<file path="config.mk">
export PLATFORM = sky130hd
export DESIGN_NAME = bom_sniffing_utf16le_to_utf8
export DESIGN_NICKNAME = d
export VERILOG_FILES = /design/src/design/bsu_pkg.sv /design/src/design/bsu_front.sv /design/src/design/bsu_queue.sv /design/src/design/bsu_back.sv /design/src/design/bom_sniffing_utf16le_to_utf8.sv
export SDC_FILE = /design/constraint.sdc
export NUM_CORES = 1
export LEC_CHECK = 0
export BUFFER_PORTS_ARGS = -buffer_cell sky130_fd_sc_hd__buf_4
export CAP_MARGIN = 20
export CELL_PAD_IN_SITES_DETAIL_PLACEMENT = 0
export CELL_PAD_IN_SITES_GLOBAL_PLACEMENT = 2
export CORE_ASPECT_RATIO = 1.5
export CORE_MARGIN = 4
export CORE_UTILIZATION = 40
export CTS_BUF_LIST = sky130_fd_sc_hd__clkbuf_4 sky130_fd_sc_hd__clkbuf_8
export DETAILED_ROUTE_END_ITERATION = 12
export GPL_ROUTABILITY_DRIVEN = 0
export PLACE_DENSITY = 0.8
export SLEW_MARGIN = 0
export SYNTH_ARGS = -nofsm -noshare
export SYNTH_HDL_FRONTEND = slang
export SYNTH_SLANG_ARGS = --single-unit
</file>
<file path="constraint.sdc">
create_clock -name clk -period 5.6 [get_ports clk]
set_input_delay 1.12 -clock clk [delete_from_list [all_inputs] [get_ports clk]]
set_output_delay 1.12 -clock clk [all_outputs]
set_load 0.02 [all_outputs]
</file>
<file path="src/design/bsu_pkg.sv">
// Shared types, constants and UTF-8 encode helpers for the transcoder.
// Used by the front, queue and back modules; depends on nothing.
package bsu_pkg;

    // Byte-order-mark bytes
    localparam logic [7:0] BOM16_B0 = 8'hFF;
    localparam logic [7:0] BOM16_B1 = 8'hFE;
    localparam logic [7:0] BOM8_B0  = 8'hEF;
    localparam logic [7:0] BOM8_B1  = 8'hBB;
    localparam logic [7:0] BOM8_B2  = 8'hBF;

    // Surrogate classes by the top six bits of a unit
    localparam logic [5:0] SURR_HIGH = 6'b110110;
    localparam logic [5:0] SURR_LOW  = 6'b110111;
    localparam logic [20:0] SUPP_BASE = 21'h10000;

    localparam int QUEUE_DEPTH = 2;

    // One classified item: either raw bytes or up to two code points
    typedef struct packed {
        logic        is_raw;
        logic [1:0]  raw_cnt;
        logic [7:0]  raw0;
        logic [7:0]  raw1;
        logic [7:0]  raw2;
        logic        cp0_v;
        logic [20:0] cp0;
        logic        cp1_v;
        logic [20:0] cp1;
        logic        fin;
    } bsu_job_t;

    // Queue status seen by the front and the back
    typedef struct packed {
        logic full;
        logic empty;
    } bsu_qstat_t;

    // UTF-8 length of a code point
    function automatic logic [2:0] cp_len(logic [20:0] cp);
        logic [2:0] len;
        if (cp <= 21'h7F)
            len = 3'd1;
        else if (cp <= 21'h7FF)
            len = 3'd2;
        else if (cp <= 21'hFFFF)
            len = 3'd3;
        else
            len = 3'd4;
        return len;
    endfunction

    // Byte j of the UTF-8 form of cp, whose length is len
    function automatic logic [7:0] enc_byte(logic [20:0] cp, logic [2:0] len,
                                            logic [2:0] j);
        logic [7:0] b;
        b = 8'h00;
        unique case (len)
            3'd1: b = cp[7:0];
            3'd2: b = (j == 3'd0) ? {3'b110, cp[10:6]} : {2'b10, cp[5:0]};
            3'd3:
            begin
                unique case (j)
                    3'd0:    b = {4'b1110, cp[15:12]};
                    3'd1:    b = {2'b10, cp[11:6]};
                    default: b = {2'b10, cp[5:0]};
                endcase
            end
            default:
            begin
                unique case (j)
                    3'd0:    b = {5'b11110, cp[20:18]};
                    3'd1:    b = {2'b10, cp[17:12]};
                    3'd2:    b = {2'b10, cp[11:6]};
                    default: b = {2'b10, cp[5:0]};
                endcase
            end
        endcase
        return b;
    endfunction

endpackage

</file>
<file path="src/design/bsu_front.sv">
// Front: accepts input bytes, sniffs the mark, pairs UTF-16LE units and
// joins surrogates into jobs for the queue. Depends on bsu_pkg.
module bsu_front (
    input  logic              clk,
    input  logic              rst_n,
    input  logic              in_valid,
    output logic              in_ready,
    input  logic [7:0]        in_byte,
    input  logic              final_byte,
    input  bsu_pkg::bsu_qstat_t qstat,
    output logic              push,
    output bsu_pkg::bsu_job_t job
);
    import bsu_pkg::*;

    typedef enum logic [5:0] {
        PH_START = 6'b000001,
        PH_FF    = 6'b000010,
        PH_EF    = 6'b000100,
        PH_EFBB  = 6'b001000,
        PH_PASS  = 6'b010000,
        PH_U16   = 6'b100000
    } bsu_phase_t;

    bsu_phase_t  phase_reg, phase_next;
    logic [7:0]  low_reg, low_next;
    logic        low_v_reg, low_v_next;
    logic [15:0] high_reg, high_next;
    logic        high_v_reg, high_v_next;

    logic        accept;
    logic [15:0] unit;
    logic [20:0] joined;
    logic        nonempty;

    assign in_ready = !qstat.full;
    assign accept   = in_valid && in_ready;
    assign unit     = {in_byte, low_reg};
    assign joined   = SUPP_BASE + {1'b0, high_reg[9:0], unit[9:0]};

    // Classify the byte and work out the next sniffing state
    always_comb
    begin
        phase_next  = phase_reg;
        low_next    = low_reg;
        low_v_next  = low_v_reg;
        high_next   = high_reg;
        high_v_next = high_v_reg;
        job         = '0;
        job.fin     = final_byte;
        job.raw0    = in_byte;
        unique case (phase_reg)
            PH_START:
            begin
                if (!final_byte && in_byte == BOM16_B0)
                    phase_next = PH_FF;
                else if (!final_byte && in_byte == BOM8_B0)
                    phase_next = PH_EF;
                else
                begin
                    job.is_raw  = 1'b1;
                    job.raw_cnt = 2'd1;
                    phase_next  = PH_PASS;
                end
            end
            PH_FF:
            begin
                if (in_byte == BOM16_B1)
                    phase_next = PH_U16;
                else
                begin
                    job.is_raw  = 1'b1;
                    job.raw_cnt = 2'd2;
                    job.raw0    = BOM16_B0;
                    job.raw1    = in_byte;
                    phase_next  = PH_PASS;
                end
            end
            PH_EF:
            begin
                if (in_byte == BOM8_B1 && !final_byte)
                    phase_next = PH_EFBB;
                else
                begin
                    job.is_raw  = 1'b1;
                    job.raw_cnt = 2'd2;
                    job.raw0    = BOM8_B0;
                    job.raw1    = in_byte;
                    phase_next  = PH_PASS;
                end
            end
            PH_EFBB:
            begin
                if (in_byte != BOM8_B2)
                begin
                    job.is_raw  = 1'b1;
                    job.raw_cnt = 2'd3;
                    job.raw0    = BOM8_B0;
                    job.raw1    = BOM8_B1;
                    job.raw2    = in_byte;
                end
                phase_next = PH_PASS;
            end
            PH_PASS:
            begin
                job.is_raw  = 1'b1;
                job.raw_cnt = 2'd1;
            end
            default:
            begin
                // UTF-16LE: first byte of a unit is held, second completes it
                if (!low_v_reg)
                begin
                    low_next   = in_byte;
                    low_v_next = 1'b1;
                    if (final_byte && high_v_reg)
                    begin
                        job.cp0_v   = 1'b1;
                        job.cp0     = {5'd0, high_reg};
                        high_v_next = 1'b0;
                    end
                end
                else
                begin
                    low_v_next = 1'b0;
                    if (high_v_reg && unit[15:10] == SURR_LOW)
                    begin
                        job.cp0_v   = 1'b1;
                        job.cp0     = joined;
                        high_v_next = 1'b0;
                    end
                    else
                    begin
                        // unpaired high surrogate goes out on its own
                        job.cp0_v   = high_v_reg;
                        job.cp0     = {5'd0, high_reg};
                        high_v_next = 1'b0;
                        if (unit[15:10] == SURR_HIGH && !final_byte)
                        begin
                            high_next   = unit;
                            high_v_next = 1'b1;
                        end
                        else
                        begin
                            job.cp1_v = 1'b1;
                            job.cp1   = {5'd0, unit};
                        end
                    end
                end
            end
        endcase
        // end of text returns to start
        if (final_byte)
        begin
            phase_next  = PH_START;
            low_next    = 8'd0;
            low_v_next  = 1'b0;
            high_next   = 16'd0;
            high_v_next = 1'b0;
        end
    end

    // A job goes to the queue if it has bytes or ends the text
    assign nonempty = job.is_raw ? (job.raw_cnt != 2'd0) : (job.cp0_v || job.cp1_v);
    assign push     = accept && (nonempty || final_byte);

    always_ff @(posedge clk or negedge rst_n)
    begin
        if (!rst_n)
        begin
            phase_reg  <= PH_START;
            low_reg    <= 8'd0;
            low_v_reg  <= 1'b0;
            high_reg   <= 16'd0;
            high_v_reg <= 1'b0;
        end
        else if (accept)
        begin
            phase_reg  <= phase_next;
            low_reg    <= low_next;
            low_v_reg  <= low_v_next;
            high_reg   <= high_next;
            high_v_reg <= high_v_next;
        end
    end

endmodule

</file>
<file path="src/design/bsu_queue.sv">
// Two-entry job queue between the front and the back.
// Depends on bsu_pkg.
module bsu_queue (
    input  logic                clk,
    input  logic                rst_n,
    input  logic                push,
    input  bsu_pkg::bsu_job_t   push_job,
    input  logic                pop,
    output bsu_pkg::bsu_job_t   head_job,
    output bsu_pkg::bsu_qstat_t qstat
);
    import bsu_pkg::*;

    bsu_job_t   mem_reg [QUEUE_DEPTH];
    logic       wr_ptr_reg, wr_ptr_next;
    logic       rd_ptr_reg, rd_ptr_next;
    logic [1:0] count_reg, count_next;
    logic       do_push, do_pop;

    assign qstat.full  = (count_reg == 2'(QUEUE_DEPTH));
    assign qstat.empty = (count_reg == 2'd0);
    assign do_push     = push && !qstat.full;
    assign do_pop      = pop && !qstat.empty;
    assign head_job    = mem_reg[rd_ptr_reg];

    // Pointer and fill tracking
    always_comb
    begin
        wr_ptr_next = do_push ? ~wr_ptr_reg : wr_ptr_reg;
        rd_ptr_next = do_pop ? ~rd_ptr_reg : rd_ptr_reg;
        count_next  = count_reg + 2'(do_push) - 2'(do_pop);
    end

    always_ff @(posedge clk or negedge rst_n)
    begin
        if (!rst_n)
        begin
            wr_ptr_reg <= 1'b0;
            rd_ptr_reg <= 1'b0;
            count_reg  <= 2'd0;
        end
        else
        begin
            wr_ptr_reg <= wr_ptr_next;
            rd_ptr_reg <= rd_ptr_next;
            count_reg  <= count_next;
        end
    end

    // Entry storage
    always_ff @(posedge clk)
    begin
        if (do_push)
            mem_reg[wr_ptr_reg] <= push_job;
    end

endmodule

</file>
<file path="src/design/bsu_back.sv">
// Back: walks the head job one output byte a cycle, while the output is not stalled, into the output register.
// Depends on bsu_pkg.
module bsu_back (
    input  logic                clk,
    input  logic                rst_n,
    input  bsu_pkg::bsu_job_t   head_job,
    input  bsu_pkg::bsu_qstat_t qstat,
    output logic                pop,
    output logic                out_valid,
    input  logic                out_ready,
    output logic [7:0]          out_byte,
    output logic                byte_valid,
    output logic                run_last,
    output logic                text_end
);
    import bsu_pkg::*;

    logic [2:0] idx_reg, idx_next;
    logic       out_valid_reg, out_valid_next;
    logic [7:0] byte_reg, byte_next;
    logic       bvalid_reg, bvalid_next;
    logic       last_reg, last_next;
    logic       end_reg, end_next;

    logic [2:0] len0, len1, total;
    logic       load, is_last;

    // Byte count of the head job
    always_comb
    begin
        len0  = head_job.cp0_v ? cp_len(head_job.cp0) : 3'd0;
        len1  = head_job.cp1_v ? cp_len(head_job.cp1) : 3'd0;
        total = head_job.is_raw ? {1'b0, head_job.raw_cnt} : (len0 + len1);
    end

    assign load    = !qstat.empty && (!out_valid_reg || out_ready);
    assign is_last = (total == 3'd0) || (idx_reg == total - 3'd1);
    assign pop     = load && is_last;

    // Select the byte at the current position
    always_comb
    begin
        byte_next   = 8'd0;
        bvalid_next = (total != 3'd0);
        last_next   = is_last;
        end_next    = is_last && head_job.fin;
        if (total == 3'd0)
            byte_next = 8'd0;
        else if (head_job.is_raw)
        begin
            unique case (idx_reg)
                3'd0:    byte_next = head_job.raw0;
                3'd1:    byte_next = head_job.raw1;
                default: byte_next = head_job.raw2;
            endcase
        end
        else if (idx_reg < len0)
            byte_next = enc_byte(head_job.cp0, len0, idx_reg);
        else
            byte_next = enc_byte(head_job.cp1, len1, idx_reg - len0);
    end

    always_comb
    begin
        idx_next       = idx_reg;
        out_valid_next = out_valid_reg;
        if (out_valid_reg && out_ready)
            out_valid_next = 1'b0;
        if (load)
        begin
            out_valid_next = 1'b1;
            idx_next       = is_last ? 3'd0 : idx_reg + 3'd1;
        end
    end

    always_ff @(posedge clk or negedge rst_n)
    begin
        if (!rst_n)
        begin
            idx_reg       <= 3'd0;
            out_valid_reg <= 1'b0;
        end
        else
        begin
            idx_reg       <= idx_next;
            out_valid_reg <= out_valid_next;
        end
    end

    // Output payload
    always_ff @(posedge clk)
    begin
        if (load)
        begin
            byte_reg   <= byte_next;
            bvalid_reg <= bvalid_next;
            last_reg   <= last_next;
            end_reg    <= end_next;
        end
    end

    assign out_valid  = out_valid_reg;
    assign out_byte   = byte_reg;
    assign byte_valid = bvalid_reg;
    assign run_last   = last_reg;
    assign text_end   = end_reg;

endmodule

</file>
<file path="src/design/bom_sniffing_utf16le_to_utf8.sv">
// BOM-sniffing UTF-16LE to UTF-8 transcoder, top level.
// Instantiates bsu_front, bsu_queue and bsu_back; depends on bsu_pkg.
//
// Input channel (in_valid/in_ready): one raw text byte per item, with
// final_byte marking the last byte of a text. A leading FF FE switches to
// UTF-16LE decoding, a leading EF BB BF is stripped, anything else passes.
// Output channel (out_valid/out_ready): one UTF-8 byte per item; run_last
// flags the last byte caused by an input byte, text_end the last of a text,
// and byte_valid is low only on a bare end marker.
// An input byte that yields output is written into the job queue when
// accepted, and its first output item then goes through the output
// register to the ports. Each accepted byte yields 0 to 6 output items,
// and the back emits one item per cycle while out_ready is high, so the
// input takes one byte per cycle when each byte yields at most one item.
// The two-entry job queue lets the front keep accepting while the
// back walks a job.
// Reset clears the sniffing state, the queue and the output valid flag.
// When out_ready is low the output holds; once the queue fills, in_ready
// drops until the back drains a job.
module bom_sniffing_utf16le_to_utf8 (
    input  logic       clk,
    input  logic       rst_n,
    input  logic       in_valid,
    output logic       in_ready,
    input  logic [7:0] in_byte,
    input  logic       final_byte,
    output logic       out_valid,
    input  logic       out_ready,
    output logic [7:0] out_byte,
    output logic       byte_valid,
    output logic       run_last,
    output logic       text_end
);
    import bsu_pkg::*;

    bsu_job_t   push_job, head_job;
    bsu_qstat_t qstat;
    logic       push, pop;

    // Sniffing and unit pairing
    bsu_front u_front (
        .clk        (clk),
        .rst_n      (rst_n),
        .in_valid   (in_valid),
        .in_ready   (in_ready),
        .in_byte    (in_byte),
        .final_byte (final_byte),
        .qstat      (qstat),
        .push       (push),
        .job        (push_job)
    );

    // Job queue
    bsu_queue u_queue (
        .clk      (clk),
        .rst_n    (rst_n),
        .push     (push),
        .push_job (push_job),
        .pop      (pop),
        .head_job (head_job),
        .qstat    (qstat)
    );

    // Byte emission
    bsu_back u_back (
        .clk        (clk),
        .rst_n      (rst_n),
        .head_job   (head_job),
        .qstat      (qstat),
        .pop        (pop),
        .out_valid  (out_valid),
        .out_ready  (out_ready),
        .out_byte   (out_byte),
        .byte_valid (byte_valid),
        .run_last   (run_last),
        .text_end   (text_end)
    );

endmodule

</file>
==> results.sh, run 1 <==
export IMPL_nets=882
export IMPL_synth_fp_nets=868
export IMPL_largest_register_ffs=134
export IMPL_clkSlewWorstSetupHoldPaths_ns=0.11
export IMPL_setup_worst_path_start_class="register"
export IMPL_leakagePower_uw=0.00387
export IMPL_wirelength_um=25700
export IMPL_cts_resized=0
export IMPL_post_route_drc_count=0
export IMPL_maxSlewViolCount=0
export IMPL_grt_max_degree=68
export IMPL_yosys_top_cells_count="edfxtp_1 (145), nand2_1 (82), a21oi_1 (51)"
export IMPL_viasPerCell=5.88
export IMPL_synth_seq_cells=185
export IMPL_synth_seq_area_share=0.559
export IMPL_crit_arrival_ns=5.34
export IMPL_hold_path_class="reg -> reg"
export IMPL_max_freq_ghz=0.202
export IMPL_layout_drive_gt1_share=0.153
export IMPL_cts_sinks=185
export IMPL_grt_pass1_wl_um=40100
export IMPL_design_portCount=26
export IMPL_fin_crit_sh=0.884
export IMPL_syn_to_final_growth_pct=9.77
export IMPL_cts_max_path_buffers=2
export IMPL_path_class="reg -> reg"
export IMPL_vdd_ir_drop_worst_mv=0.238
export IMPL_synth_edf_count=145
export IMPL_yosysUniqueCellTypes=79
export IMPL_synth_top_area_cell="edfxtp_1"
export IMPL_cts_max_level=4
export IMPL_synthTopCellsByArea="edfxtp_1 (45%), dfrtp_1 (10%), mux2i_1 (3.2%)"
export IMPL_antenna_found_initial=0
export IMPL_wire_per_inst_um=21.7
export IMPL_stdcell_area_mm2=0.0105
export IMPL_synthArstFlopShare=0.216
export IMPL_post_cts_buffers=0
export IMPL_grt_overflow=0
export IMPL_syn_area_mm2=0.00958
export IMPL_cap_violations=0
export IMPL_dp_hpwl_um=18300
export IMPL_diodes=0
export IMPL_slew_headroom=0.395
export IMPL_drtIter0Drc=668
export IMPL_status="finished, final reports clean"
export IMPL_fin_tns_setup_ns=0
export IMPL_layout_min_cycle_time_ns=4.95
export IMPL_worstPathMaxFanout=34
export IMPL_insertion_delay_ns=0.48
export IMPL_vias=6972
export IMPL_die_area_mm2=0.0265
export IMPL_worst_slew_pin_slew_ns=0.908
export IMPL_end_kind="register"
export IMPL_grt_pass1_vias=6970
export IMPL_core_area_mm2=0.0237
export IMPL_cts_root_buf="clkbuf_8"
export IMPL_power_density_mw_per_mm2=559
export IMPL_worstPathRequired_ns=5.99
export IMPL_rows=69
export IMPL_ant_nets=0
export IMPL_cts_inserted_buffers=17
export IMPL_hold_viol=0
export IMPL_chipWidth_um=134
export IMPL_postCtsHoldBufs=0
export IMPL_finalSetupViolCount=0
export IMPL_firstDrtPassIters=8
export IMPL_avgSynthCellArea_um2=11.4
export IMPL_start_util=0.405
export IMPL_ys_warnings_count=0
export IMPL_synth_main_ff_cell="edfxtp_1"
export IMPL_netlist_instances=840
export IMPL_place_area_mm2=0.0101
export IMPL_cts_tree="done"
export IMPL_fp_dieH_um=198
export IMPL_skew_ns=0.0150
export IMPL_grtUsageTotal=0.197
export IMPL_synth_top_area_frac=0.454
export IMPL_rsz0062_at_grt="no"
export IMPL_yosysMostFrequentCell="edfxtp_1"
export IMPL_io_buffer_count=25
-- per-stage QoR --
step	total power [uW]	instances	util	hold slack, ns	worst slack, ns
6_report	5870	1186	0.445	0.487	0.651
4_1_cts	5870	1184	0.444	0.491	0.644
2_1_floorplan	4080	840	-	0.449	1.19
5_1_grt	6220	1186	0.445	0.502	0.319
3_3_place_gp	4910	1152	0.427	0.459	0.853
3_5_place_dp	4930	1152	0.427	0.466	0.707
-- area by class of cell --
cell class | instances | area [um2]
Fill cell | 2262 | 13100
Sequential cell | 185 | 5360
Multi-Input combinational cell | 585 | 3930
Tap cell | 319 | 399
Timing Repair Buffer | 44 | 349
Clock buffer | 18 | 248
Clock inverter | 14 | 158
Inverter | 21 | 78.8
-- per-layer routing --
metal | part of all wire | track usage
met5 | 0 | 0
met4 | 0.038 | 0.0906
met3 | 0.049 | 0.0250
met2 | 0.50 | 0.337
met1 | 0.41 | 0.249
-- cells in the final DEF (no fill, tap or decap), types with 17 or more instances in the layout --
cell type  synthesis  final
a21oi_1           51     51
a22o_1            17     17
a22oi_1           27     27
and2_1            29     28
buf_4              4     42
clkbuf_8           0     19
dfrtp_1           39     38
edfxtp_1         145    145
inv_1             20     20
mux2_2            26     26
mux2i_1           31     31
nand2_1           82     82
nand3_1           17     17
nor2_1            44     44
o21ai_0           34     34
-- where the power goes --
part	internal (uW)	switching, uW
logic	994	1760
clock network	419	514
registers	1940	247
total	3350	2520
-- final timing paths --
path                                              to                  from  cells after the start  slack [ns]
worst max-delay path            u_queue.count_reg[1]    u_queue.rd_ptr_reg                     19        0.65
worst min-delay path            u_front.high_reg[12]  u_front.high_reg[12]                      1        0.49
worst max register to register  u_queue.count_reg[1]    u_queue.rd_ptr_reg                     19        0.65
worst min register to register  u_front.high_reg[12]  u_front.high_reg[12]                      1        0.49
max in group asynchronous        u_front.high_reg[7]                 rst_n                      1        4.52
min in group asynchronous         u_queue.rd_ptr_reg                 rst_n                      1        0.63
-- critical path, stage by stage (launching register included) --
cell	delay (ns)
dfrtp_2	0.86
nor2b_1	0.31
a22oi_1	0.15
or2_2	0.36
a21oi_1	0.30
ha_1	0.22
inv_1	0.05
fa_1	0.49
nor2_1	0.05
a21oi_1	0.18
ha_1	0.28
xor2_1	0.21
nor2b_1	0.19
nand2_1	0.09
a211oi_2	0.31
ha_1	0.27
inv_1	0.06
ha_1	0.16
xnor2_1	0.14
xnor2_1	0.15
-- cell families after synthesis --
kind of cell	Yosys count	synth area share
simple gates	258	0.138
compound gates	239	0.171
flops	185	0.559
buf+inv	70	0.0320
mux	59	0.0656
fa+ha+maj	15	0.0212
xor+xnor	14	0.0128
Note: power is estimated with default switching activity, not from simulation.
==> inputs of run 2 (changes only) <==
--- a/config.mk
+++ b/config.mk
@@ -16,7 +16,8 @@
 export DETAILED_ROUTE_END_ITERATION = 12
 export GPL_ROUTABILITY_DRIVEN = 0
-export PLACE_DENSITY = 0.8
+export PLACE_DENSITY = 0.78
 export SLEW_MARGIN = 0
 export SYNTH_ARGS = -nofsm -noshare
 export SYNTH_HDL_FRONTEND = slang
+export SYNTH_HIERARCHICAL = 1
 export SYNTH_SLANG_ARGS = --single-unit
==> constraint.sdc (replaced) <==
create_clock -name clk -period 5.6 [get_ports clk]
set_input_delay 0.56 -clock clk [delete_from_list [all_inputs] [get_ports clk]]
set_output_delay 0.56 -clock clk [all_outputs]
set_load 0.02 [all_outputs]
==> run 2 against run 1 <==
- maximum frequency shrank 6.0%
- die area grew 7.1%
- synthesized cell count shrank 5.0%
- largest cell class unchanged
- final cell count shrank 2.3%
- highest routed layer unchanged
==> results.sh, run 2 <==
export IMPL_syn_to_final_growth_pct=8.74
export IMPL_grt_busiest_layer="met2"
export IMPL_chipWidth_um=139
export IMPL_layout_drive_gt1_share=0.217
export IMPL_power_net_switching_uw=2480
export IMPL_vdd_ir_drop_worst_mv=0.218
export IMPL_design_portCount=26
export IMPL_final_common_cell="edfxtp_1"
export IMPL_fin_tns_setup_ns=0
export IMPL_cts_sinks=195
export IMPL_start_util=0.408
export IMPL_fin_crit_sh=0.940
export IMPL_grt_pass1_vias=7044
export IMPL_hold_viol=0
export IMPL_yosysUniqueCellTypes=93
export IMPL_crit_arrival_ns=5.66
export IMPL_power_internal_uw=3670
export IMPL_hold_ws_ns=0.0666
export IMPL_post_route_drc_count=0
export IMPL_seq_power_share=0.359
export IMPL_yosys_top_cells_count="edfxtp_1 (155), nand2_1 (73), mux2_4 (69)"
export IMPL_setup_worst_path_start_class="register"
export IMPL_rows=71
export IMPL_power_density_mw_per_mm2=550
export IMPL_firstDrtPassIters=5
export IMPL_most_common_layout_cells="edfxtp_1 (155), nand2_1 (73), mux2_4 (69)"
export IMPL_avgSynthCellArea_um2=12.9
export IMPL_end_kind="register"
export IMPL_hold_path_class="in -> async"
export IMPL_largest_register_ffs=144
export IMPL_cap_violations=0
export IMPL_die_area_mm2=0.0284
export IMPL_max_freq_ghz=0.190
export IMPL_comb_power_share=0.481
export IMPL_grt_use_met2=0.330
export IMPL_cts_tree="done"
export IMPL_ant_nets=0
export IMPL_grt_overflow=0
export IMPL_viasPerCell=5.83
export IMPL_finalSetupViolCount=0
export IMPL_synth_top_area_frac=0.452
export IMPL_ys_warnings_count=6
export IMPL_path_class="reg -> reg"
export IMPL_grt_util_met1=0.209
export IMPL_worstPathRequired_ns=6.00
export IMPL_grt_max_degree=73
export IMPL_clkSlewWorstSetupHoldPaths_ns=0.10
export IMPL_synth_seq_cells=195
export IMPL_fp_dieH_um=204
export IMPL_synthTopCellsByArea="edfxtp_1 (45%), mux2_4 (10%), dfrtp_1 (9.5%)"
export IMPL_synth_seq_area_share=0.549
export IMPL_reg2reg_slack_ns=0.34
export IMPL_cts_max_path_buffers=2
export IMPL_dp_hpwl_um=18700
export IMPL_synth_edf_count=155
export IMPL_synthArstFlopShare=0.205
export IMPL_status="finished, final reports clean"
export IMPL_insertion_delay_ns=0.47
export IMPL_grt_use_met3=0.0269
export IMPL_yosysMostFrequentCell="edfxtp_1"
export IMPL_layout_min_cycle_time_ns=5.26
export IMPL_worstPathMaxFanout=6
export IMPL_core_area_mm2=0.0252
export IMPL_diodes=0
export IMPL_postCtsHoldBufs=0
export IMPL_synth_top_area_cell="edfxtp_1"
export IMPL_drtIter0Drc=575
export IMPL_cts_inserted_buffers=17
export IMPL_skew_ns=0.0188
export IMPL_grtUsageTotal=0.183
export IMPL_swShare=0.403
export IMPL_io_buffer_count=25
export IMPL_nets=846
export IMPL_post_cts_buffers=0
export IMPL_syn_area_mm2=0.0103
export IMPL_worst_slew_pin_slew_ns=1.00
export IMPL_leakagePower_uw=0.00441
export IMPL_synth_main_ff_cell="edfxtp_1"
export IMPL_grt_pass1_wl_um=40300
export IMPL_cts_root_buf="clkbuf_8"
export IMPL_vias=6752
export IMPL_slew_headroom=0.333
export IMPL_rsz0062_at_grt="no"
export IMPL_clock_power_share=0.160
export IMPL_cts_max_level=4
export IMPL_wire_per_inst_um=22.0
export IMPL_wirelength_um=25500
export IMPL_maxSlewViolCount=0
export IMPL_cts_resized=0
export IMPL_antenna_found_initial=0
export IMPL_netlist_instances=798
run 2: cell count changes in the layout (fill, tap and decap cells not counted), moves of 10 or more:
| cell | before | now |
|---|---|---|
| mux2_2 | 26 | 4 |
| edfxtp_1 | 145 | 155 |
| mux2i_1 | 31 | 10 |
| a22oi_1 | 27 | 6 |
| nor2_1 | 44 | 25 |
| a21oi_1 | 51 | 23 |
| mux2_4 | 0 | 69 |
| o21ai_1 | 12 | 2 |
run 2: cell type report:
cell class / count / area, um2
Clock buffer: 18 / 248
Clock inverter: 14 / 189
Fill cell: 2291 / 14000
Inverter: 20 / 75.1
Multi-Input combinational cell: 541 / 4270
Sequential cell: 195 / 5660
Tap cell: 328 / 410
Timing Repair Buffer: 43 / 339
run 2: critical path: stages (launching register included):
cell and delay, ns:
dfrtp_4 0.54, mux2_4 0.32, or4_4 0.55, or3b_1 0.40, a21oi_2 0.19, ha_1 0.18
inv_1 0.05, fa_1 0.48, nor2_1 0.04, a21oi_1 0.19, ha_1 0.28, xnor2_1 0.12
nor2_1 0.13, or4b_4 0.52, a31oi_1 0.20, nor2b_1 0.26, ha_1 0.27, inv_1 0.06
ha_1 0.15, xnor2_1 0.13, xnor2_1 0.14
run 2: logic make-up after synthesis:
family / share of synthesized area
AND/OR/NAND/NOR: 0.129
flip-flops: 0.549
AO/OA/AOI/OAI: 0.134
multiplexers: 0.116
buffers and inverters: 0.0394
adder cells (fa/ha/maj): 0.0197
XOR/XNOR: 0.0124
other: 0.000364
run 2: through the flow:
stage	std cells	setup slack, ns	total power [uW]	cell area (um2)	util
after floorplan	802	0.412	4390	10300	-
after global placement	1125	0.301	5150	10700	0.425
after detailed placement	1126	0.266	5180	10700	0.425
after CTS	1158	0.226	6180	11200	0.443
after global routing	1159	0.0493	6510	11200	0.444
final	1159	0.338	6150	11200	0.444
run 2: layer usage:
layer | vias to the layer above | routed length (um) | part of all wire
li1 | 3091 | - | -
met1 | 3371 | 10100 | 0.40
met2 | 211 | 13400 | 0.52
met3 | 79 | 811 | 0.032
met4 | 0 | 1190 | 0.047
met5 | - | 0 | 0
run 2: power groups by stage:
stage | registers (uW) | logic (uW) | clock network (uW)
floorplan | 2230 | 2160 | 0
finish | 2210 | 2960 | 984
CTS | 2210 | 2950 | 1010
global route | 2250 | 3190 | 1080
detailed placement | 2250 | 2930 | 0
global placement | 2230 | 2920 | 0
run 2: worst paths after layout:
path                       cells past startpoint                   end            startpoint
setup reg to reg                              20  u_queue/count_reg[1]    u_queue/rd_ptr_reg
max in group asynchronous                      1    u_queue/rd_ptr_reg                 rst_n
hold / removal                                 1     u_back/idx_reg[0]                 rst_n
hold reg to reg                                1  u_queue/count_reg[1]  u_queue/count_reg[1]
min in group clk                               3      u_back/out_valid             out_ready
setup / recovery                              20  u_queue/count_reg[1]    u_queue/rd_ptr_reg
